[src/design/wlfq_pkg.sv]
// Shared types, widths and codes for the weight-limited drop-oldest FIFO.
`timescale 1ns / 1ps
`default_nettype none

package wlfq_pkg;

  localparam int REQ_W      = 2;
  localparam int ID_W       = 16;
  localparam int WEIGHT_W   = 16;
  localparam int SUM_W      = 20;
  localparam int KIND_W     = 3;
  localparam int OCC_W      = 5;
  localparam int CFG_IDX_W  = 1;

  localparam int DEFAULT_QUEUE_DEPTH = 16;
  localparam int RESULT_LIMIT        = 17;
  localparam int POP_W               = $clog2(RESULT_LIMIT + 1);

  localparam logic [REQ_W-1:0] REQ_ADD    = 2'd0;
  localparam logic [REQ_W-1:0] REQ_DEPART = 2'd1;
  localparam logic [REQ_W-1:0] REQ_CLEAR  = 2'd2;

  localparam logic [CFG_IDX_W-1:0] CFG_AUTO_DISPATCH = 1'b0;
  localparam logic [CFG_IDX_W-1:0] CFG_WEIGHT_LIMIT  = 1'b1;

  typedef enum logic [1:0] {
    OP_ADD,
    OP_DEPART,
    OP_CLEAR,
    OP_NOP
  } op_t;

  typedef enum logic [KIND_W-1:0] {
    EV_NONE   = 3'd0,
    EV_DEPART = 3'd1,
    EV_AUTO   = 3'd2,
    EV_CLEAR  = 3'd3,
    EV_REJECT = 3'd4,
    EV_EMPTY  = 3'd5
  } kind_t;

  typedef struct packed {
    op_t                 op;
    logic [ID_W-1:0]     item_id;
    logic [WEIGHT_W-1:0] item_weight;
  } cmd_t;

  typedef struct packed {
    logic             auto_en;
    logic [SUM_W-1:0] weight_limit;
  } cfg_t;

endpackage

`default_nettype wire

[src/design/wlfq_if.sv]
// Valid/ready channel interfaces for request and result words.
`timescale 1ns / 1ps
`default_nettype none

interface wlfq_in_if;
  logic                          valid;
  logic                          ready;
  logic [wlfq_pkg::REQ_W-1:0]    req_type;
  logic [wlfq_pkg::ID_W-1:0]     item_id;
  logic [wlfq_pkg::WEIGHT_W-1:0] item_weight;

  modport source (output valid, output req_type, output item_id, output item_weight,
                  input ready);
  modport sink (input valid, input req_type, input item_id, input item_weight,
                output ready);
endinterface

interface wlfq_out_if;
  logic                          valid;
  logic                          ready;
  logic [wlfq_pkg::KIND_W-1:0]   event_kind;
  logic [wlfq_pkg::ID_W-1:0]     out_id;
  logic [wlfq_pkg::WEIGHT_W-1:0] out_weight;
  logic [wlfq_pkg::SUM_W-1:0]    total_weight;
  logic [wlfq_pkg::OCC_W-1:0]    occupancy;
  logic                          last;

  modport source (output valid, output event_kind, output out_id, output out_weight,
                  output total_weight, output occupancy, output last, input ready);
  modport sink (input valid, input event_kind, input out_id, input out_weight,
                input total_weight, input occupancy, input last, output ready);
endinterface

`default_nettype wire

[src/design/weight_limited_fifo_drop_oldest_top.sv]
// Top level of the weight-limited FIFO with drop-oldest auto-dispatch.
//
// in_chan carries request words (add, depart, clear) on valid/ready; out_chan
// carries result words, one per popped entry or one status word, with last
// set on the final word of each request. cfg_we/cfg_index/cfg_data write the
// auto-dispatch enable (index 0) and the weight limit (index 1); the user
// must do so only while idle, which the block does not enforce. A two-entry
// command queue sits between the request decoder and the executing back end,
// and a result register parts the back end from out_chan.
// A status-only word passes the command queue and the result register; a pop
// word also passes the back end's pop state, which waits on the entry store.
// While out_chan is ready, one status-only request is taken per cycle and
// pops follow at one per cycle; the next request waits for the last pop.
// Reset empties the queue, zeroes the total weight and clears both config
// registers; no clearing pass is needed. When out_chan stalls, the back end
// holds its word and the command queue fills, then in_chan drops ready.
`timescale 1ns / 1ps
`default_nettype none

module weight_limited_fifo_drop_oldest_top #(
  parameter int QUEUE_DEPTH = wlfq_pkg::DEFAULT_QUEUE_DEPTH
) (
  input  wire logic                              clk,
  input  wire logic                              rst_n,
  wlfq_in_if.sink                                in_chan,
  wlfq_out_if.source                             out_chan,
  input  wire logic                              cfg_we,
  input  wire logic [wlfq_pkg::CFG_IDX_W-1:0]    cfg_index,
  input  wire logic [wlfq_pkg::SUM_W-1:0]        cfg_data
);

  wlfq_pkg::cfg_t cfg_r;
  logic           cmd_valid;
  wlfq_pkg::cmd_t cmd;
  logic           cmd_pop;

  always_ff @(posedge clk) begin
    if (!rst_n) begin
      cfg_r <= '0;
    end else if (cfg_we) begin
      case (cfg_index)
        wlfq_pkg::CFG_AUTO_DISPATCH: cfg_r.auto_en      <= cfg_data[0];
        wlfq_pkg::CFG_WEIGHT_LIMIT:  cfg_r.weight_limit <= cfg_data;
        default:                     cfg_r              <= cfg_r;
      endcase
    end
  end

  wlfq_front u_front (
    .clk       (clk),
    .rst_n     (rst_n),
    .in_chan   (in_chan),
    .cmd_valid (cmd_valid),
    .cmd       (cmd),
    .cmd_pop   (cmd_pop)
  );

  wlfq_back #(
    .QUEUE_DEPTH (QUEUE_DEPTH)
  ) u_back (
    .clk       (clk),
    .rst_n     (rst_n),
    .cfg       (cfg_r),
    .cmd_valid (cmd_valid),
    .cmd       (cmd),
    .cmd_pop   (cmd_pop),
    .out_chan  (out_chan)
  );

endmodule

`default_nettype wire

[src/design/wlfq_ram.sv]
// Generic single-write, single-read RAM with registered read data.
`timescale 1ns / 1ps
`default_nettype none

module wlfq_ram #(
  parameter int WIDTH = 32,
  parameter int DEPTH = 16
) (
  input  wire logic                     clk,
  input  wire logic                     we,
  input  wire logic [$clog2(DEPTH)-1:0] waddr,
  input  wire logic [WIDTH-1:0]         wdata,
  input  wire logic [$clog2(DEPTH)-1:0] raddr,
  output logic      [WIDTH-1:0]         rdata
);

  logic [WIDTH-1:0] mem_r [DEPTH];

  always_ff @(posedge clk) begin
    if (we) begin
      mem_r[waddr] <= wdata;
    end
    rdata <= mem_r[raddr];
  end

endmodule

`default_nettype wire

[src/design/wlfq_front.sv]
// Front end: accepts request words, decodes them and queues commands.
`timescale 1ns / 1ps
`default_nettype none

module wlfq_front (
  input  wire logic     clk,
  input  wire logic     rst_n,
  wlfq_in_if.sink       in_chan,
  output logic          cmd_valid,
  output wlfq_pkg::cmd_t cmd,
  input  wire logic     cmd_pop
);

  localparam int CQ_DEPTH = 2;
  localparam int CQ_AW    = $clog2(CQ_DEPTH);
  localparam int CQ_CW    = $clog2(CQ_DEPTH + 1);

  wlfq_pkg::cmd_t   q_r [CQ_DEPTH];
  logic [CQ_AW-1:0] wr_ptr_r;
  logic [CQ_AW-1:0] rd_ptr_r;
  logic [CQ_CW-1:0] fill_r;
  wlfq_pkg::cmd_t   dec_cmd;
  logic             push;

  always_comb begin
    dec_cmd.item_id     = in_chan.item_id;
    dec_cmd.item_weight = in_chan.item_weight;
    case (in_chan.req_type)
      wlfq_pkg::REQ_ADD:    dec_cmd.op = wlfq_pkg::OP_ADD;
      wlfq_pkg::REQ_DEPART: dec_cmd.op = wlfq_pkg::OP_DEPART;
      wlfq_pkg::REQ_CLEAR:  dec_cmd.op = wlfq_pkg::OP_CLEAR;
      default:              dec_cmd.op = wlfq_pkg::OP_NOP;
    endcase
  end

  assign in_chan.ready = (fill_r != CQ_CW'(CQ_DEPTH));
  assign push          = in_chan.valid && in_chan.ready;
  assign cmd_valid     = (fill_r != '0);
  assign cmd           = q_r[rd_ptr_r];

  always_ff @(posedge clk) begin
    if (push) begin
      q_r[wr_ptr_r] <= dec_cmd;
    end
  end

  always_ff @(posedge clk) begin
    if (!rst_n) begin
      wr_ptr_r <= '0;
      rd_ptr_r <= '0;
      fill_r   <= '0;
    end else begin
      if (push) begin
        wr_ptr_r <= wr_ptr_r + 1'b1;
      end
      if (cmd_pop) begin
        rd_ptr_r <= rd_ptr_r + 1'b1;
      end
      case ({push, cmd_pop})
        2'b10:   fill_r <= fill_r + 1'b1;
        2'b01:   fill_r <= fill_r - 1'b1;
        default: fill_r <= fill_r;
      endcase
    end
  end

endmodule

`default_nettype wire

[src/design/wlfq_back.sv]
// Back end: runs commands against the entry store and drives result words.
`timescale 1ns / 1ps
`default_nettype none

module wlfq_back #(
  parameter int QUEUE_DEPTH = wlfq_pkg::DEFAULT_QUEUE_DEPTH
) (
  input  wire logic           clk,
  input  wire logic           rst_n,
  input  wire wlfq_pkg::cfg_t cfg,
  input  wire logic           cmd_valid,
  input  wire wlfq_pkg::cmd_t cmd,
  output logic                cmd_pop,
  wlfq_out_if.source          out_chan
);

  localparam int AW    = $clog2(QUEUE_DEPTH);
  localparam int CW    = $clog2(QUEUE_DEPTH + 1);
  localparam int MEM_W = wlfq_pkg::ID_W + wlfq_pkg::WEIGHT_W;
  localparam int SW    = wlfq_pkg::SUM_W;
  localparam int PW    = wlfq_pkg::POP_W;

  typedef enum logic [1:0] {
    S_IDLE,
    S_POP,
    S_EMIT
  } state_t;

  state_t          state_r, state_nxt;
  logic [AW-1:0]   head_r, head_nxt;
  logic [CW-1:0]   count_r, count_nxt;
  logic [SW-1:0]   sum_r, sum_nxt;
  logic [PW-1:0]   pops_r, pops_nxt;
  wlfq_pkg::kind_t kind_r, kind_nxt;

  logic                            out_valid_r;
  logic [wlfq_pkg::KIND_W-1:0]     out_kind_r;
  logic [wlfq_pkg::ID_W-1:0]       out_id_r;
  logic [wlfq_pkg::WEIGHT_W-1:0]   out_weight_r;
  logic [SW-1:0]                   out_total_r;
  logic [CW-1:0]                   out_count_r;
  logic                            out_last_r;

  logic                            emit;
  wlfq_pkg::kind_t                 emit_kind;
  logic [wlfq_pkg::ID_W-1:0]       emit_id;
  logic [wlfq_pkg::WEIGHT_W-1:0]   emit_weight;
  logic [SW-1:0]                   emit_total;
  logic [CW-1:0]                   emit_count;
  logic                            emit_last;

  logic                            out_free;
  logic [AW:0]                     tail_sum;
  logic [AW:0]                     tail_wrap;
  logic [AW-1:0]                   tail_idx;
  logic [AW-1:0]                   head_inc;
  logic [SW:0]                     add_sum;
  logic                            full;
  logic                            ram_we;
  logic [MEM_W-1:0]                rd_data;
  logic [wlfq_pkg::ID_W-1:0]       pop_id;
  logic [wlfq_pkg::WEIGHT_W-1:0]   pop_weight;
  logic [SW-1:0]                   pop_sum;
  logic [CW-1:0]                   pop_count;
  logic [PW-1:0]                   pops_inc;
  logic                            more;

  assign out_free  = !out_valid_r || out_chan.ready;
  assign tail_sum  = {1'b0, head_r} + (AW+1)'(count_r);
  assign tail_wrap = tail_sum - (AW+1)'(QUEUE_DEPTH);
  assign tail_idx  = (tail_sum >= (AW+1)'(QUEUE_DEPTH)) ? tail_wrap[AW-1:0]
                                                         : tail_sum[AW-1:0];
  assign head_inc  = (head_r == AW'(QUEUE_DEPTH - 1)) ? '0 : head_r + 1'b1;
  assign add_sum   = {1'b0, sum_r} + (SW+1)'(cmd.item_weight);
  assign full      = (count_r == CW'(QUEUE_DEPTH));

  assign pop_id     = rd_data[MEM_W-1:wlfq_pkg::WEIGHT_W];
  assign pop_weight = rd_data[wlfq_pkg::WEIGHT_W-1:0];
  assign pop_sum    = sum_r - SW'(pop_weight);
  assign pop_count  = count_r - 1'b1;
  assign pops_inc   = pops_r + 1'b1;

  // Read address follows the next head, so the read data is the registered head entry.
  wlfq_ram #(
    .WIDTH (MEM_W),
    .DEPTH (QUEUE_DEPTH)
  ) u_store (
    .clk   (clk),
    .we    (ram_we),
    .waddr (tail_idx),
    .wdata ({cmd.item_id, cmd.item_weight}),
    .raddr (head_nxt),
    .rdata (rd_data)
  );

  always_comb begin
    state_nxt   = state_r;
    head_nxt    = head_r;
    count_nxt   = count_r;
    sum_nxt     = sum_r;
    pops_nxt    = pops_r;
    kind_nxt    = kind_r;
    cmd_pop     = 1'b0;
    ram_we      = 1'b0;
    emit        = 1'b0;
    emit_kind   = wlfq_pkg::EV_NONE;
    emit_id     = '0;
    emit_weight = '0;
    emit_total  = sum_r;
    emit_count  = count_r;
    emit_last   = 1'b1;
    more        = 1'b0;
    case (state_r)
      S_IDLE: begin
        if (cmd_valid && out_free) begin
          cmd_pop = 1'b1;
          case (cmd.op)
            wlfq_pkg::OP_ADD: begin
              if (full || add_sum[SW]) begin
                emit      = 1'b1;
                emit_kind = wlfq_pkg::EV_REJECT;
              end else begin
                ram_we    = 1'b1;
                count_nxt = count_r + 1'b1;
                sum_nxt   = add_sum[SW-1:0];
                if (cfg.auto_en && (add_sum[SW-1:0] > cfg.weight_limit)) begin
                  kind_nxt  = wlfq_pkg::EV_AUTO;
                  pops_nxt  = '0;
                  state_nxt = S_POP;
                end else begin
                  emit       = 1'b1;
                  emit_kind  = wlfq_pkg::EV_NONE;
                  emit_total = add_sum[SW-1:0];
                  emit_count = count_r + 1'b1;
                end
              end
            end
            wlfq_pkg::OP_DEPART: begin
              if (count_r == '0) begin
                emit      = 1'b1;
                emit_kind = wlfq_pkg::EV_EMPTY;
              end else begin
                kind_nxt  = wlfq_pkg::EV_DEPART;
                pops_nxt  = '0;
                state_nxt = S_POP;
              end
            end
            wlfq_pkg::OP_CLEAR: begin
              if (count_r == '0) begin
                emit      = 1'b1;
                emit_kind = wlfq_pkg::EV_NONE;
              end else begin
                kind_nxt  = wlfq_pkg::EV_CLEAR;
                pops_nxt  = '0;
                state_nxt = S_POP;
              end
            end
            default: begin
              emit      = 1'b1;
              emit_kind = wlfq_pkg::EV_NONE;
            end
          endcase
        end
      end
      S_POP: begin
        // wait here for the head entry to come out of the store
        state_nxt = S_EMIT;
      end
      S_EMIT: begin
        if (out_free) begin
          emit        = 1'b1;
          emit_kind   = kind_r;
          emit_id     = pop_id;
          emit_weight = pop_weight;
          emit_total  = pop_sum;
          emit_count  = pop_count;
          head_nxt    = head_inc;
          count_nxt   = pop_count;
          sum_nxt     = pop_sum;
          pops_nxt    = pops_inc;
          case (kind_r)
            wlfq_pkg::EV_AUTO:
              more = (pop_sum > cfg.weight_limit) && (pop_count != '0) &&
                     (pops_inc < PW'(wlfq_pkg::RESULT_LIMIT));
            wlfq_pkg::EV_CLEAR:
              more = (pop_count != '0) && (pops_inc < PW'(wlfq_pkg::RESULT_LIMIT));
            default:
              more = 1'b0;
          endcase
          emit_last = !more;
          if (!more) begin
            state_nxt = S_IDLE;
          end
        end
      end
      default: begin
        state_nxt = S_IDLE;
      end
    endcase
  end

  always_ff @(posedge clk) begin
    if (!rst_n) begin
      state_r     <= S_IDLE;
      head_r      <= '0;
      count_r     <= '0;
      sum_r       <= '0;
      pops_r      <= '0;
      kind_r      <= wlfq_pkg::EV_NONE;
      out_valid_r <= 1'b0;
    end else begin
      state_r <= state_nxt;
      head_r  <= head_nxt;
      count_r <= count_nxt;
      sum_r   <= sum_nxt;
      pops_r  <= pops_nxt;
      kind_r  <= kind_nxt;
      if (emit) begin
        out_valid_r  <= 1'b1;
        out_kind_r   <= emit_kind;
        out_id_r     <= emit_id;
        out_weight_r <= emit_weight;
        out_total_r  <= emit_total;
        out_count_r  <= emit_count;
        out_last_r   <= emit_last;
      end else if (out_chan.ready) begin
        out_valid_r <= 1'b0;
      end
    end
  end

  assign out_chan.valid        = out_valid_r;
  assign out_chan.event_kind   = out_kind_r;
  assign out_chan.out_id       = out_id_r;
  assign out_chan.out_weight   = out_weight_r;
  assign out_chan.total_weight = out_total_r;
  assign out_chan.occupancy    = wlfq_pkg::OCC_W'(out_count_r);
  assign out_chan.last         = out_last_r;

  a_count_bound: assert property (@(posedge clk) disable iff (!rst_n)
    count_r <= CW'(QUEUE_DEPTH))
    else $error("entry count above queue depth");

  a_empty_zero_sum: assert property (@(posedge clk) disable iff (!rst_n)
    (count_r == '0) |-> (sum_r == '0))
    else $error("empty queue with nonzero total weight");

  a_pop_limit: assert property (@(posedge clk) disable iff (!rst_n)
    pops_r <= PW'(wlfq_pkg::RESULT_LIMIT))
    else $error("too many pops for one request");

  a_pop_nonempty: assert property (@(posedge clk) disable iff (!rst_n)
    (state_r == S_EMIT) |-> (count_r != '0))
    else $error("pop attempted on empty queue");

endmodule

`default_nettype wire
[src/flat_wrapper.sv]
// flat-port wrapper written by rule: the top's interface ports become plain ports
module weight_limited_fifo_drop_oldest_top_flat 
#(
  parameter int QUEUE_DEPTH = wlfq_pkg::DEFAULT_QUEUE_DEPTH
)
  (clk, rst_n, cfg_we, cfg_index, cfg_data, in_chan_valid, in_chan_req_type, in_chan_item_id, in_chan_item_weight, in_chan_ready, out_chan_valid, out_chan_event_kind, out_chan_out_id, out_chan_out_weight, out_chan_total_weight, out_chan_occupancy, out_chan_last, out_chan_ready);
  wlfq_in_if in_chan_i ();
  wlfq_out_if out_chan_i ();
  input  wire logic clk;
  input  wire logic rst_n;
  input  wire logic cfg_we;
  input  wire logic [wlfq_pkg::CFG_IDX_W-1:0] cfg_index;
  input  wire logic [wlfq_pkg::SUM_W-1:0] cfg_data;
  input wire logic [$bits(in_chan_i.valid)-1:0] in_chan_valid;
  input wire logic [$bits(in_chan_i.req_type)-1:0] in_chan_req_type;
  input wire logic [$bits(in_chan_i.item_id)-1:0] in_chan_item_id;
  input wire logic [$bits(in_chan_i.item_weight)-1:0] in_chan_item_weight;
  output wire logic [$bits(in_chan_i.ready)-1:0] in_chan_ready;
  output wire logic [$bits(out_chan_i.valid)-1:0] out_chan_valid;
  output wire logic [$bits(out_chan_i.event_kind)-1:0] out_chan_event_kind;
  output wire logic [$bits(out_chan_i.out_id)-1:0] out_chan_out_id;
  output wire logic [$bits(out_chan_i.out_weight)-1:0] out_chan_out_weight;
  output wire logic [$bits(out_chan_i.total_weight)-1:0] out_chan_total_weight;
  output wire logic [$bits(out_chan_i.occupancy)-1:0] out_chan_occupancy;
  output wire logic [$bits(out_chan_i.last)-1:0] out_chan_last;
  input wire logic [$bits(out_chan_i.ready)-1:0] out_chan_ready;
  assign in_chan_i.valid = in_chan_valid;
  assign in_chan_i.req_type = in_chan_req_type;
  assign in_chan_i.item_id = in_chan_item_id;
  assign in_chan_i.item_weight = in_chan_item_weight;
  assign in_chan_ready = in_chan_i.ready;
  assign out_chan_valid = out_chan_i.valid;
  assign out_chan_event_kind = out_chan_i.event_kind;
  assign out_chan_out_id = out_chan_i.out_id;
  assign out_chan_out_weight = out_chan_i.out_weight;
  assign out_chan_total_weight = out_chan_i.total_weight;
  assign out_chan_occupancy = out_chan_i.occupancy;
  assign out_chan_last = out_chan_i.last;
  assign out_chan_i.ready = out_chan_ready;
  weight_limited_fifo_drop_oldest_top #(.QUEUE_DEPTH(QUEUE_DEPTH)) u_core (.clk(clk), .rst_n(rst_n), .in_chan(in_chan_i), .out_chan(out_chan_i), .cfg_we(cfg_we), .cfg_index(cfg_index), .cfg_data(cfg_data));
endmodule
[config.mk]
export PLATFORM = sky130hd
export DESIGN_NAME = weight_limited_fifo_drop_oldest_top_flat
export DESIGN_NICKNAME = d
export VERILOG_FILES = /design/src/design/wlfq_pkg.sv /design/src/design/wlfq_if.sv /design/src/design/weight_limited_fifo_drop_oldest_top.sv /design/src/design/wlfq_ram.sv /design/src/design/wlfq_front.sv /design/src/design/wlfq_back.sv /design/src/flat_wrapper.sv
export SDC_FILE = /design/constraint.sdc
export NUM_CORES = 1
export LEC_CHECK = 0
export BUFFER_PORTS_ARGS = -buffer_cell sky130_fd_sc_hd__buf_2
export CAP_MARGIN = 20
export CORE_UTILIZATION = 40
export CTS_BUF_LIST = sky130_fd_sc_hd__clkbuf_8
export DETAILED_ROUTE_END_ITERATION = 8
export PLACE_DENSITY = 0.67
export SLEW_MARGIN = 20
export SYNTH_ARGS = -nofsm -noshare
export SYNTH_HDL_FRONTEND = slang
export SYNTH_SLANG_ARGS = --single-unit
[constraint.sdc]
create_clock -name clk -period 19.15 [get_ports clk]
set_input_delay 3.83 -clock clk [delete_from_list [all_inputs] [get_ports clk]]
set_output_delay 3.83 -clock clk [all_outputs]
set_load 0.05 [all_outputs]
## Word-level counts from Yosys, hierarchy flattened

Memory sizes are Yosys's and may differ from the RTL's. A register that Yosys moved wholly into a read port is not among the register bits.
Cells that the tools add are included.
Widths: inputs -> output; s select.

| operators by class | value |
|---|---|
| $add $sub $neg | 12 |
| order comparisons | 4 |
| equal/unequal tests | 26 |
| muxes and demuxes | 76 |
| bitwise logic cells | 1 |
| reduce and logical (&&, ||, !) cells | 29 |

Operators with widths:

| kind | count |
|---|---|
| $mux 20 | 8 |
| $pmux 20 s2 | 2 |
| $mux 5 | 13 |
| $gt 20x20->1 | 2 |
| $pmux 5 s2 | 4 |
| $mux 3 | 8 |
| $add 20x16->21 | 1 |
| $mux 1 | 21 |
| $reduce_and 7->1 | 3 |
| $sub 20x16->20 | 1 |
| $ne 2x2->1 const B | 9 |
| $mux 4 | 4 |
| $mux 2 | 6 |
| $pmux 2 s3 | 2 |
| $pmux 3 s2 | 2 |
| $add 5x1->5 const B | 2 |
| $ne 3x3->1 const B | 3 |
| $pmux 3 s3 | 1 |
| $eq 2x1->1 const B | 4 |
| $eq 2x2->1 const B | 4 |
| $pmux 2 s2 | 2 |
| $reduce_and 2->1 | 4 |
| $reduce_bool 2->1 | 4 |
| $eq 3x2->1 const B | 2 |
| 24 further kinds | 36 |

| word-level totals | value |
|---|---|
| register bits | 126 |
| memory bits (writable) | 580 |
| input port bits | 60 |
| word-level logic and storage cells | 168 |
| memories | 2 |

Memories:

| name | depth | width | read ports | clocked after Yosys merged registers in | write ports | RTL line | RTL |
|---|---|---|---|---|---|---|---|
| u_core.u_back.u_store.mem_r | 16 | 32 | 1 | 1 | 1 | wlfq_ram.sv:17 | `logic [WIDTH-1:0] mem_r [DEPTH];` |
| u_core.u_front.q_r | 2 | 34 | 1 | 1 | 1 | wlfq_front.sv:18 | `wlfq_pkg::cmd_t q_r [CQ_DEPTH];` |

## Longest topological paths before layout

| logic depth | value |
|---|---|
| depth after elaboration | 10 |
| depth in mapped cells | 21 |
| mapped depth without buffers | 19 |

## Hierarchy

From an unflattened synthesis, not the netlist that was laid out.

| second synthesis, totals | value |
|---|---|
| cells, all modules | 1942 |
| area total of the unflattened synthesis | 31119.8 µm² |

Modules (own cells, without submodules):

| module | times used | cells an instance | area an instance (µm²) |
|---|---|---|---|
| wlfq_ram | 1 | 838 | 19836.5 |
| wlfq_back | 1 | 877 | 7752.4 |
| wlfq_front | 1 | 131 | 2680.1 |
| weight_limited_fifo_drop_oldest_top | 1 | 96 | 850.8 |

## Worst setup path before layout

Ideal clock, no wire load.

| timing path | value |
|---|---|
| path type | flip-flop to flip-flop |
| from | register with a tool-made name |
| to | register u_core.u_back.out_kind_r (netlist bit u_core.u_back.out_chan.event_kind[0]), enable pin |
| arrival | 9.559 ns |
| required time | 18.579 ns |
| path slack | 9.020 ns |
| cell stages (with the launch flop) | 21 |
| buffers on the path | 2 |
| clock period less this slack | 10.130 ns |
| path through | dfxtp_1 clkbuf_1 buf_1 mux2_2 ha_1 fa_1 a21o_2 a221oi_4 o211ai_4 a2111oi_0 nor3_1 xor2_1 ha_1 nand4_1 nor4_1 nand3_1 a21o_1 o211ai_1 nor2_1 a211o_1 a211oi_1 |

RTL lines:

| what | RTL line | RTL |
|---|---|---|
| end signal, assigned | wlfq_back.sv:220 | `out_kind_r <= emit_kind;` |
| end, declared | wlfq_back.sv:37 | `logic [wlfq_pkg::KIND_W-1:0] out_kind_r;` |

## Worst setup path after layout

| timing path | value |
|---|---|
| from | input out_chan_ready |
| to | register u_core.u_back.u_store.rdata[9] (read register of u_core.u_back.u_store.mem_r) |

| between the ends | value |
|---|---|
| longest elaborated chain between the ends | 3 |

Ends and longest elaborated chain:

| what | RTL line | RTL |
|---|---|---|
| start, declared | flat_wrapper.sv:26 | `input wire logic [$bits(out_chan_i.ready)-1:0] out_chan_ready;` |
| $logic_or 1x1->1 | wlfq_back.sv:68 | `assign out_free = !out_valid_r \|\| out_chan.ready;` |
| $mux 4 | wlfq_back.sv:170 | `if (out_free) begin` |
| $mux 4 | wlfq_back.sv:113 | `case (state_r)` |
| end, declared | wlfq_ram.sv:14 | `output logic [WIDTH-1:0] rdata` |

No other way between the ends.
A chain may end at the register's enable or synchronous reset.

==> results by group <==
Status
  • Status: complete, no violations

Setup path
  • Worst EP arrival: 8560 ps
  • Top delay family on crit path: buffers and inverters
  • Crit path depth: 12
  • Crit Path Max Fanout: 51
  • Buf/Inv on CP: 5
  • Crit path launch: out_chan_ready
  • CP most frequent cell: buf_4
  • FF-to-FF setup slack: 11450 ps
  • Crit path largest cell delay: 760 ps
  • Crit end category: register
  • Number of cells on the worst reg-to-reg path: 20
  • Crit-path slowest cell: buf_4
  • CP endpoint: u_core.u_back.u_store.rdata[9]
  • Critical-path cell list: buf_2, nand2b_2, buf_4, nand2_1, a21oi_4, buf_4, buf_6, buf_4, mux4_2, and2_1, a211oi_1, a31oi_1
  • Nature of the critical path startpoint: input port
  • Worst Path Required: 19720 ps
  • Reg2Reg Capture Point: u_core.u_back.out_chan.out_weight[10]
  • CP Class: in2reg

Route
  • Total wire length: 77700 µm
  • Initial drt markers: 1742
  • Via count: 18400
  • Via density: 5.58
  • Wire length per cell: 23.5 µm
  • First-pass DRT Iterations: 6
  • DR DRC count: 0
  • Post-route ant nets: 0

Power and ir drop
  • Peak supply drop: 0.0000840 V
  • Leak: 12.6 nW
  • Pwr dens: 145 nW/µm²
  • Total design power: 5.16 mW

Clocking
  • TritonCTS clock tree: yes
  • Post CTS Setup Buffer Count: 0
  • Sink Count: 738
  • Clock Tree Buf Depth: 3
  • Clk Latency, worst-skew pair: 730 ps
  • Worst-path clk slew: 60 ps
  • Number of CTS-inserted buffers: 111
  • # H-tree levels: 3
  • CTS Hold Bufs: 0
  • Clock Tree Root: clkbuf_8
  • Resize count post-CTS: 0

Finish
  • Design Area, Final: 35600 µm²
  • Final net count: 2316
  • Area grow syn2layout: 13.8%
  • Share of layout cells above drive strength 1: 0.231
  • Final Instance Count excl. Fillers: 3307
  • Post-Route Utilization: 0.460
  • Fill cells: 6689

Synthesis
  • Cell Area, Synth: 31300 µm²
  • Seq cells post-synth: 738
  • EDFF count, synth: 641
  • Post-Syn Instances: 1993
  • Yosys cell types: 81
  • Post-synthesis sequential area ratio: 0.677
  • Post-synth top flop: edfxtp_1
  • Post-Syn Area per Cell: 15.7 µm²
  • Count of warnings emitted by yosys: 0
  • Syn nets: 2141
  • Synth async-reset ratio: 0

Min path
  • Worst min path class: reg2reg
  • Worst Hold Depth: 2

Global route
  • Vias in the first global route: 18700
  • First-pass GRT wire length: 116000 µm
  • Largest net degree at the start of global routing: 71
  • GRT Util Overall: 0.197
  • Initial antenna violation count: 1
  • GR Overflow Total: 0

Die
  • Core Footprint: 77500 µm²
  • Die ar.: 79400 µm²
  • Die Span Y: 282 µm
  • Rows: 102
  • IO Pins: 123
  • Die width: 282 µm
  • Initial Utilization: 0.404

Timing
  • Max Clk Rate: 125 MHz
  • Fin Setup TNS: 0 ps
  • Minimum clock period: 8000 ps
  • Final setup vio count: 0
  • Period utilisation layout: 0.418
  • RSZ-0062 raised after global routing: no
  • Count of pins over their slew limit: 0
  • Worst slew pin tran: 1100 ps
  • Fin worst setup slack: 11150 ps
  • Min Hold Slack: 464 ps
  • Slew margin rel.: 0.266
  • Final hold vios: 0
  • Fin Clk Skew: 37.0 ps

Place
  • Port Buf Inserts: 122
  • Final HPWL DP: 48500 µm
  • Placed cells: 3095
  • Post-Place Worst Slack: 9980 ps
  • Placer Congestion: 0.893
  • Cell Area, Placed: 33400 µm²

Flow run
  • Max-capacitance violation count: 0
## cell usage in the layout (no fill, tap or decap), types with 7 or more instances in the layout
cell,n
a21o_1,20
a211oi_1,41
and3_1,27
and2_1,36
edfxtp_1,641
o21ai_0,49
buf_2,122
nand4_1,15
a21oi_1,81
a22oi_1,9
xnor2_1,35
nand2_1,170
inv_1,104
clkbuf_8,123
mux4_2,128
nor2_1,78
mux2_2,38
a31oi_1,38
ha_1,85
nor2_4,17
mux2i_1,11
o21a_1,7
xor2_1,15
nand3_1,23
o221ai_1,14
nor3_1,18
a221oi_1,11
clkinv_2,18
dfxtp_1,96
buf_4,25
clkinv_1,16
nor2b_1,7
o211ai_1,7
nand2b_1,10
## cells by family after synthesis
| group | Yosys count | synth area share |
|---|---|---|
| AO/OA/AOI/OAI | 348 | 0.0769 |
| XOR/XNOR | 51 | 0.0143 |
| adder cells (fa/ha/maj) | 88 | 0.0359 |
| buffers and inverters | 159 | 0.0227 |
| flip-flops | 738 | 0.677 |
| multiplexers | 178 | 0.110 |
| AND/OR/NAND/NOR | 431 | 0.0639 |
## Yosys cell counts, types with 3 or more instances
cell / instances / area (µm²)
a22oi_1: 9 / 67.6
o21bai_1: 4 / 30.0
mux4_2: 128 / 2880
inv_1: 60 / 225
nor2_1: 96 / 360
and2_1: 36 / 225
buf_1: 7 / 26.3
o22ai_1: 6 / 37.5
edfxtp_1: 641 / 19200
buf_4: 13 / 97.6
xor2_1: 16 / 140
nor4_1: 4 / 25.0
o31ai_1: 7 / 52.6
or4_1: 3 / 22.5
nand4_1: 15 / 93.8
a221oi_1: 11 / 96.3
a31oi_1: 38 / 238
o211a_1: 3 / 30.0
o221ai_1: 14 / 123
mux2_2: 38 / 428
or3_1: 5 / 31.3
buf_6: 7 / 78.8
a21oi_1: 82 / 410
a221o_1: 5 / 50.1
nor2b_1: 8 / 50.1
dfxtp_1: 97 / 1940
mux2i_1: 12 / 120
fa_1: 3 / 60.1
o31a_1: 3 / 26.3
a21o_1: 20 / 150
buf_2: 10 / 50.1
nand2_1: 170 / 638
o21ai_0: 49 / 245
nand2b_1: 11 / 68.8
xnor2_1: 35 / 307
a211oi_1: 42 / 315
and3_1: 28 / 175
nand3_1: 23 / 115
nor3_1: 18 / 90.1
clkbuf_1: 62 / 233
o211ai_1: 7 / 52.6
ha_1: 85 / 1060
nor3b_1: 4 / 30.0
o21a_1: 7 / 52.6
## how the worst min path moves through the flow
stage                           startpoint          endpoint  slack [ps]
after floorplan           u_core.cfg_r[10]  u_core.cfg_r[10]         440
after global placement    u_core.cfg_r[11]  u_core.cfg_r[11]         450
after detailed placement  u_core.cfg_r[14]  u_core.cfg_r[14]         450
after CTS                 u_core.cfg_r[14]  u_core.cfg_r[14]         460
after global routing       u_core.cfg_r[8]   u_core.cfg_r[8]         480
final                     u_core.cfg_r[17]  u_core.cfg_r[17]         460
## worst reg2reg max path, stage by stage (launching register included)
cell and delay, ps:
dfxtp_2 480, buf_4 460, mux2_2 610, ha_1 410, and3_1 200, a211oi_1 480, o211ai_1 260, a41oi_1 360
a21oi_1 240, o21ai_0 440, xnor2_1 140, ha_1 330, nand4_1 200, nor4_1 570, nand3_1 150, a21o_1 270
o211ai_1 240, nor2_1 120, a211o_1 320, a211oi_4 230, buf_4 720
## power by group
group	leakage, nW	internal [mW]	total [mW]	switching [mW]
Combinational	4.68	0.632	1.80	1.17
Sequential	6.61	2.02	2.12	0.0961
Clock	1.28	0.625	1.24	0.619
## per-layer routing
metal / global-route usage / vias up / wire, µm
li1: - / 8179 / -
met1: 0.266 / 9392 / 33500
met2: 0.322 / 734 / 37200
met3: 0.0331 / 134 / 5090
met4: 0.0642 / 0 / 1980
met5: 0 / - / 0
## cell type report
cell class | count | area [µm²] | share of cell area
Antenna cell | 1 | 2.50 | 0.0000703
Inverter | 60 | 225 | 0.00632
Multi-Input combinational cell | 1096 | 9620 | 0.270
Clock inverter | 88 | 477 | 0.0134
Tap cell | 1040 | 1300 | 0.0365
Sequential cell | 738 | 21200 | 0.595
Timing Repair Buffer | 161 | 1110 | 0.0312
Clock buffer | 123 | 1690 | 0.0475
## flip-flops by register name, indices dropped and copies added, names as in the netlist, 5 cells and up, named ones only
| name | flops |
|---|---|
| u_core.cfg_r | 21 |
| u_core.u_back.count_r | 5 |
| u_core.u_back.out_chan.occupancy | 5 |
| u_core.u_back.out_chan.out_id | 16 |
| u_core.u_back.out_chan.out_weight | 16 |
| u_core.u_back.out_chan.total_weight | 20 |
| u_core.u_back.pops_r | 5 |
| u_core.u_back.sum_r | 20 |
| u_core.u_back.u_store.mem_r | 512 |
| u_core.u_back.u_store.rdata | 32 |
| u_core.u_front.q_r | 68 |
(Power assumes the default switching activity.)
